[src/hdl/trcs_pkg.sv]
`default_nettype none

package trcs_pkg;

    // Indicator table: 24 strings, stored already case folded
    localparam int PAT_COUNT = 24;
    // Longest indicator in bytes; the window is the current byte plus history
    localparam int PAT_BYTES = 24;

    // Each entry is right justified: byte 0 holds the last character,
    // unused high bytes are zero (no indicator contains a zero byte)
    localparam logic [PAT_BYTES*8-1:0] PATTERNS [PAT_COUNT] = '{
        "root:x:0:0:",
        "daemon:x:1:1:",
        "bin:x:2:2:",
        "sys:x:3:3:",
        "sync:x:4:",
        "nobody:x:",
        "/bin/bash",
        "/bin/sh",
        "/usr/sbin/nologin",
        "127.0.0.1",
        "localhost",
        {"lin", "ux version"},
        {"boot_", "image="},
        "[fonts]",
        "[extensions]",
        "[mci extensions]",
        "[files]",
        "[mail]",
        "mapi=1",
        "; for 16-bit app support",
        "[boot loader]",
        "timeout=",
        "default=multi",
        "[operating systems]"
    };

    // Verdict codes
    localparam logic [1:0] VERDICT_NONE    = 2'd0;
    localparam logic [1:0] VERDICT_INDIC   = 2'd1;
    localparam logic [1:0] VERDICT_WRAPPER = 2'd2;

    // Severity codes
    localparam logic [2:0] SEV_NONE    = 3'd0;
    localparam logic [2:0] SEV_INDIC   = 3'd3;
    localparam logic [2:0] SEV_WRAPPER = 3'd4;

    localparam logic [7:0] MIN_RUN_RESET = 8'd50;
    localparam logic [7:0] RUN_MAX       = 8'hFF;
    localparam logic [1:0] PAD_MAX       = 2'd2;

    localparam logic [7:0] CHAR_LF = 8'h0A;
    localparam logic [7:0] CHAR_EQ = 8'h3D;

    typedef struct packed {
        logic [7:0] data_byte;
        logic       carries_byte;
        logic       last_item;
    } in_item_t;

    typedef struct packed {
        logic [1:0] verdict;
        logic [2:0] severity;
    } out_item_t;

    // Fold ASCII upper case to lower case, leave everything else alone
    function automatic logic [7:0] fold_byte(input logic [7:0] c);
        if (c >= 8'h41 && c <= 8'h5A)
            return c + 8'd32;
        else
            return c;
    endfunction

    // Base64 alphabet [A-Za-z0-9+/]
    function automatic logic is_b64(input logic [7:0] c);
        return (c >= 8'h41 && c <= 8'h5A) || (c >= 8'h61 && c <= 8'h7A) ||
               (c >= 8'h30 && c <= 8'h39) || c == 8'h2B || c == 8'h2F;
    endfunction

endpackage

`default_nettype wire

[src/hdl/traversal_response_content_scanner_top.sv]
// Response body scanner for file-inclusion evidence.
// Input channel (in_valid/in_ready/in_item): one body byte per item. An item
// with carries_byte low carries no byte; last_item marks the end of a body.
// Output channel (out_valid/out_ready/out_item): one result per body, issued
// for the last item only: verdict 1 / severity 3 when an indicator string
// was seen, else verdict 2 / severity 4 when some line is a base64 run of at
// least min_run characters plus up to two '=', else zeros.
// Config channel (cfg_valid/cfg_ready/cfg_data): writes min_run; always
// ready, to be written only while no body is in flight.
// Timing: an item waits in the input register, where 24 parallel
// comparators on the shifted history window and the line checker decide it;
// the result register is loaded as the last item leaves the input register,
// and the verdict is presented from there. One item per cycle is taken
// sustained while no last item waits for a held result register.
// A stalled receiver holds the result register; the input register then
// holds only a pending last item, so bytes keep flowing until a second
// verdict would need the result register.
// Reset clears all body state, the history window and min_run (to 50).
// Body state clears again after each verdict.
`default_nettype none

module traversal_response_content_scanner_top #(
    parameter int HISTORY_DEPTH = 23
) (
    input  wire logic                 clk,
    input  wire logic                 rst_n,
    input  wire logic                 in_valid,
    output logic                      in_ready,
    input  wire trcs_pkg::in_item_t   in_item,
    output logic                      out_valid,
    input  wire logic                 out_ready,
    output trcs_pkg::out_item_t       out_item,
    input  wire logic                 cfg_valid,
    output logic                      cfg_ready,
    input  wire logic [7:0]           cfg_data
);
    import trcs_pkg::*;

    localparam int HIST_IW = (HISTORY_DEPTH > 1) ? $clog2(HISTORY_DEPTH) : 1;

    // Input register
    logic       s1_valid_reg;
    in_item_t   s1_item_reg;
    logic       s1_advance;

    // Config
    logic [7:0] min_run_reg;

    // Body state
    logic [7:0] hist_reg [HISTORY_DEPTH];
    logic       ind_reg;
    logic       cand_reg;
    logic [7:0] run_reg;
    logic [1:0] pad_reg;
    logic       wrap_reg;
    logic       any_reg;

    // Result register
    logic       out_valid_reg;
    out_item_t  out_item_reg;

    // Combinational results
    logic [7:0] cur_fold;
    logic [7:0] window [PAT_BYTES];
    logic [PAT_COUNT-1:0] pat_hit;
    logic       ind_next;
    logic       cand_next;
    logic [7:0] run_next;
    logic [1:0] pad_next;
    logic       wrap_next;
    logic       any_next;
    logic       final_wrap;
    out_item_t  result;

    // Handshakes
    assign cfg_ready  = 1'b1;
    assign s1_advance = s1_valid_reg &&
                        (!s1_item_reg.last_item || !out_valid_reg || out_ready);
    assign in_ready   = !s1_valid_reg || s1_advance;
    assign out_valid  = out_valid_reg;
    assign out_item   = out_item_reg;

    // Config register
    always_ff @(posedge clk or negedge rst_n)
    begin
        if (!rst_n)
            min_run_reg <= MIN_RUN_RESET;
        else if (cfg_valid && cfg_ready)
            min_run_reg <= cfg_data;
    end

    // Input register
    always_ff @(posedge clk or negedge rst_n)
    begin
        if (!rst_n)
            s1_valid_reg <= 1'b0;
        else if (in_ready)
            s1_valid_reg <= in_valid;
    end

    always_ff @(posedge clk)
    begin
        if (in_valid && in_ready)
            s1_item_reg <= in_item;
    end

    // Window: current folded byte, then history, newest first
    always_comb
    begin
        cur_fold  = fold_byte(s1_item_reg.data_byte);
        window[0] = cur_fold;
        for (int k = 1; k < PAT_BYTES; k++)
            window[k] = hist_reg[HIST_IW'(k - 1)];
    end

    // Indicator comparators; zero pattern bytes lie beyond the string
    always_comb
    begin
        for (int i = 0; i < PAT_COUNT; i++)
        begin
            pat_hit[i] = 1'b1;
            for (int k = 0; k < PAT_BYTES; k++)
            begin
                if (PATTERNS[i][8*k +: 8] != 8'h00 && PATTERNS[i][8*k +: 8] != window[k])
                    pat_hit[i] = 1'b0;
            end
        end
    end

    // Byte update and line checker
    always_comb
    begin
        ind_next  = ind_reg;
        cand_next = cand_reg;
        run_next  = run_reg;
        pad_next  = pad_reg;
        wrap_next = wrap_reg;
        any_next  = any_reg;
        if (s1_item_reg.carries_byte)
        begin
            any_next = 1'b1;
            if (|pat_hit)
                ind_next = 1'b1;
            if (s1_item_reg.data_byte == CHAR_LF)
            begin
                if (cand_reg && run_reg >= min_run_reg)
                    wrap_next = 1'b1;
                cand_next = 1'b1;
                run_next  = '0;
                pad_next  = '0;
            end
            else if (is_b64(s1_item_reg.data_byte))
            begin
                if (pad_reg != 2'd0)
                    cand_next = 1'b0;
                else if (run_reg != RUN_MAX)
                    run_next = run_reg + 8'd1;
            end
            else if (s1_item_reg.data_byte == CHAR_EQ)
            begin
                if (pad_reg >= PAD_MAX)
                    cand_next = 1'b0;
                else
                    pad_next = pad_reg + 2'd1;
            end
            else
                cand_next = 1'b0;
        end
    end

    // Verdict; an unterminated final line is checked if it is not empty
    always_comb
    begin
        final_wrap = wrap_next ||
                     (cand_next && run_next >= min_run_reg &&
                      (run_next != 8'd0 || pad_next != 2'd0));
        result.verdict  = VERDICT_NONE;
        result.severity = SEV_NONE;
        if (any_next)
        begin
            if (ind_next)
            begin
                result.verdict  = VERDICT_INDIC;
                result.severity = SEV_INDIC;
            end
            else if (final_wrap)
            begin
                result.verdict  = VERDICT_WRAPPER;
                result.severity = SEV_WRAPPER;
            end
        end
    end

    // Body state; cleared after each verdict
    always_ff @(posedge clk or negedge rst_n)
    begin
        if (!rst_n)
        begin
            for (int j = 0; j < HISTORY_DEPTH; j++)
                hist_reg[j] <= '0;
            ind_reg  <= 1'b0;
            cand_reg <= 1'b1;
            run_reg  <= '0;
            pad_reg  <= '0;
            wrap_reg <= 1'b0;
            any_reg  <= 1'b0;
        end
        else if (s1_advance)
        begin
            if (s1_item_reg.last_item)
            begin
                for (int j = 0; j < HISTORY_DEPTH; j++)
                    hist_reg[j] <= '0;
                ind_reg  <= 1'b0;
                cand_reg <= 1'b1;
                run_reg  <= '0;
                pad_reg  <= '0;
                wrap_reg <= 1'b0;
                any_reg  <= 1'b0;
            end
            else
            begin
                if (s1_item_reg.carries_byte)
                begin
                    hist_reg[0] <= cur_fold;
                    for (int j = 1; j < HISTORY_DEPTH; j++)
                        hist_reg[j] <= hist_reg[j-1];
                end
                ind_reg  <= ind_next;
                cand_reg <= cand_next;
                run_reg  <= run_next;
                pad_reg  <= pad_next;
                wrap_reg <= wrap_next;
                any_reg  <= any_next;
            end
        end
    end

    // Result register
    always_ff @(posedge clk or negedge rst_n)
    begin
        if (!rst_n)
            out_valid_reg <= 1'b0;
        else if (s1_advance && s1_item_reg.last_item)
            out_valid_reg <= 1'b1;
        else if (out_ready)
            out_valid_reg <= 1'b0;
    end

    always_ff @(posedge clk)
    begin
        if (s1_advance && s1_item_reg.last_item)
            out_item_reg <= result;
    end

endmodule

`default_nettype wire
[config.mk]
export PLATFORM = sky130hd
export DESIGN_NAME = traversal_response_content_scanner_top
export DESIGN_NICKNAME = d
export VERILOG_FILES = /design/src/hdl/trcs_pkg.sv /design/src/hdl/traversal_response_content_scanner_top.sv
export SDC_FILE = /design/constraint.sdc
export NUM_CORES = 1
export LEC_CHECK = 0
export ABC_CLOCK_PERIOD_IN_PS = 5150
export BUFFER_PORTS_ARGS = -buffer_cell sky130_fd_sc_hd__buf_4
export CORE_ASPECT_RATIO = 1.5
export CORE_MARGIN = 2
export CORE_UTILIZATION = 60
export CTS_CLUSTER_DIAMETER = 80
export CTS_CLUSTER_SIZE = 24
export DETAILED_ROUTE_END_ITERATION = 16
export GPL_ROUTABILITY_DRIVEN = 0
export HOLD_SLACK_MARGIN = 0.05
export PLACE_DENSITY = 0.8
export REMOVE_ABC_BUFFERS = 1
export SYNTH_ARGS = -nofsm -noshare
export SYNTH_HDL_FRONTEND = slang
export SYNTH_SLANG_ARGS = --single-unit
[constraint.sdc]
create_clock -name clk -period 5.15 [get_ports clk]
set_input_delay 0.7725 -clock clk [delete_from_list [all_inputs] [get_ports clk]]
set_output_delay 0.7725 -clock clk [all_outputs]
set_load 0.01 [all_outputs]
==> results.toml <==
[finish]
insertedDiodeCount = 0
stdcell_count = 1121
drive_above_1_share = 0.109
seqCellArea_um2 = 4170
nFillCells = 1250
area_delta_synth_final_pct = 8.61
largest_register_ffs = 128
multi_input_area_um2 = 4860
final_util = 0.660
num-nets-final = 950

[global_routing]
grt_pass1_wl_um = 45500
grt_util_all_layers = 0.359
grt_antenna_before_repair = 0
grt-ovfl-total = 0
grt_max_degree = 73
grt_pass1_vias = 8052

[timing]
period_share = 0.715
finClkSkew_ns = 0.00789
rsz0062_at_grt = "false"
slew_headroom = 0.244
hold_viol = 0
worst_slew_pin_slew_ns = 1.12
drv_slew = 0
period_needed_ns = 3.68
fmax_mhz = 271
setup_violations = 0
hold_slack_ns = 0.255

[die]
die_y_um = 157
die_w_um = 106
initial_core_util = 0.607
io_pins = 31
rows = 56
core_region_area_um2 = 15500
die_area_um2 = 16700

[worst_setup_path]
slowest_stage = "edfxtp_1"
reg2reg_from = "s1_item_reg[7]"
cp_data_arrival_time_ns = 3.83
crit_fanout = 13
cp_cell_sequence = "ha_1, nand2b_1, a21oi_1, o32a_4, nor2_4, xnor2_1, or2_2, ha_1, nand2b_1, a21o_1, a21o_1, a21oi_1, o21ai_0, a31oi_1, a2111oi_1"
critPathMaxStageDelay_ns = 0.58
end_kind = "flop"
critical_path_required_ns = 5.30
crit_type = "flop to flop"
reg2reg_depth = 15
start_kind = "flop"
r2r_slack_ns = 1.47
r2r_end = "out_item[2]"

[power]
netSwitchingPower_mw = 0.770
vdd_drop_max_mv = 0.185
internal-power_mw = 2.16
seqPwrFrac = 0.480
swShare = 0.263
p_per_area_nw_per_um2 = 286
pwr-share-clk = 0.436
p_comb_frac = 0.085
p_leak_nw = 4.14

[detailed_routing]
vias = 8377
postRouteAntennaNets = 0
avgRoutedWirePerCell_um = 25.6
drt_wl_total_um = 28700
viasPerCell = 7.47
drc = 0
first_pass_iters = 12
drtIter0Drc = 1214

[clocking]
cts_buffer_depth = 2
insertion_delay_ns = 0.44
cts_sinks = 164
cts_root_buf = "clkbuf_16"
cts.clk_slew.worst_paths_ns = 0.06
cts_resized = 0
cts_htree_levels = 4
postCtsSetupBuffers = 0
cts_tree = "yes"
cts_buffers = 17
cts_hold_buf = 0

[logic_synthesis]
synth_seq_cells = 164
synth-edff-count = 12
syn_avg_cell_area_um2 = 10.2
synthesis.area_um2 = 9410
postSynth.topFlopCell = "dfrtp_1"
postSynth.asyncResetShare = 0.927
yosysWarnings = 0
ys_types = 86
syn_inst = 923
ys_seq_area_frac = 0.443

[placed_design]
placedCellCount = 1089
numPortBuffers = 29
hpwl_um = 19600

[min_path]
hp-class = "primary input to async pin"

[status]
status = "finished, final reports clean"

[flow_run]
drv_cap = 0
==> power groups by stage <==
stage / combinational [mW] / sequential, mW / clock (mW)
final: 0.247 / 1.40 / 1.28
after global routing: 0.275 / 1.41 / 1.34
after CTS: 0.246 / 1.40 / 1.29
after detailed placement: 0.244 / 1.42 / 0
after global placement: 0.238 / 1.42 / 0
after floorplan: 0.148 / 1.40 / 0
==> synthesized netlist by cell type, drive strengths merged, types with 21 or more instances <==
master    n  area share
nand3    34       0.018
nand2    57       0.023
nand4b   21       0.020
o21ai    24       0.013
buf      28       0.017
nand4    52       0.035
clkbuf   44       0.018
ha       22       0.029
dfrtp   148        0.39
nor4     28       0.019
nor2     49       0.021
nor3     24       0.013
a22o    128        0.12
==> worst max path at each step <==
stage,to,startpoint,depth (start not counted)
2_1_floorplan,hist_reg[100],s1_item_reg[1],2
3_3_place_gp,out_item[2],s1_item_reg[7],15
3_5_place_dp,out_item[2],s1_item_reg[7],15
4_1_cts,out_item[2],s1_item_reg[7],15
5_1_grt,out_item[2],s1_item_reg[7],15
6_report,out_item[2],s1_item_reg[7],15
==> critical path: cells and delay by family (launching register included) <==
kind                     cells  cell delay (ns)
AO/OA/AOI/OAI                8             1.39
AND/OR/NAND/NOR              4             0.76
flip-flops                   1             0.58
adder cells (fa/ha/maj)      2             0.56
XOR/XNOR                     1             0.10
==> cell type report <==
| type | instances | share of cell area |
|---|---|---|
| Multi-Input combinational cell | 668 | 0.476 |
| Sequential cell | 164 | 0.408 |
| Clock buffer | 20 | 0.0468 |
| Timing Repair Buffer | 35 | 0.0261 |
| Tap cell | 203 | 0.0249 |
| Clock inverter | 12 | 0.0115 |
| Inverter | 19 | 0.00698 |
==> per-layer routing <==
layer / wire (µm) / GRT usage
met1: 10200 / 0.421
met2: 13500 / 0.574
met3: 2760 / 0.106
met4: 2190 / 0.227
met5: 0 / 0
==> cells in the final DEF, fill, tap and decap left out, types with 4 or more instances in the layout <==
master,count
nand4bb_1,6
nor4b_1,15
a21o_1,4
nor2_1,47
nor4_1,28
o21ai_0,22
nand3_1,34
nor3b_1,12
and4bb_2,4
a21oi_1,10
clkinv_4,4
dfstp_2,4
nand2b_1,10
and4b_1,15
or4_1,7
nand4b_1,21
clkbuf_16,18
and3b_1,6
inv_1,19
nand2_1,57
and2_1,10
nor2b_1,19
nor3_1,23
dfrtp_1,148
nand4_1,52
a31oi_1,6
nand3b_1,9
and3_1,8
o31ai_1,4
edfxtp_1,12
ha_1,22
nor4bb_1,16
buf_4,34
a22o_1,128
==> cell families after synthesis <==
| family | share of synthesized area |
|---|---|
| flops | 0.443 |
| compound gates | 0.181 |
| fa+ha+maj | 0.0293 |
| simple gates | 0.296 |
| other cells | 0.000399 |
| xor+xnor | 0.00279 |
| buf+inv | 0.0423 |
| mux | 0.00559 |
==> metrics by stage <==
step | setup TNS (ns) | worst slack (ns) | instance area, µm² | total power, mW
3_3_place_gp | 0 | 1.65 | 9620 | 1.66
4_1_cts | 0 | 1.47 | 10200 | 2.93
5_1_grt | 0 | 1.27 | 10200 | 3.02
6_report | 0 | 1.47 | 10200 | 2.93
2_1_floorplan | -366.13 | -2.87 | 9080 | 1.55
3_5_place_dp | 0 | 1.55 | 9620 | 1.67
Note: power is estimated with default switching activity, not from simulation.
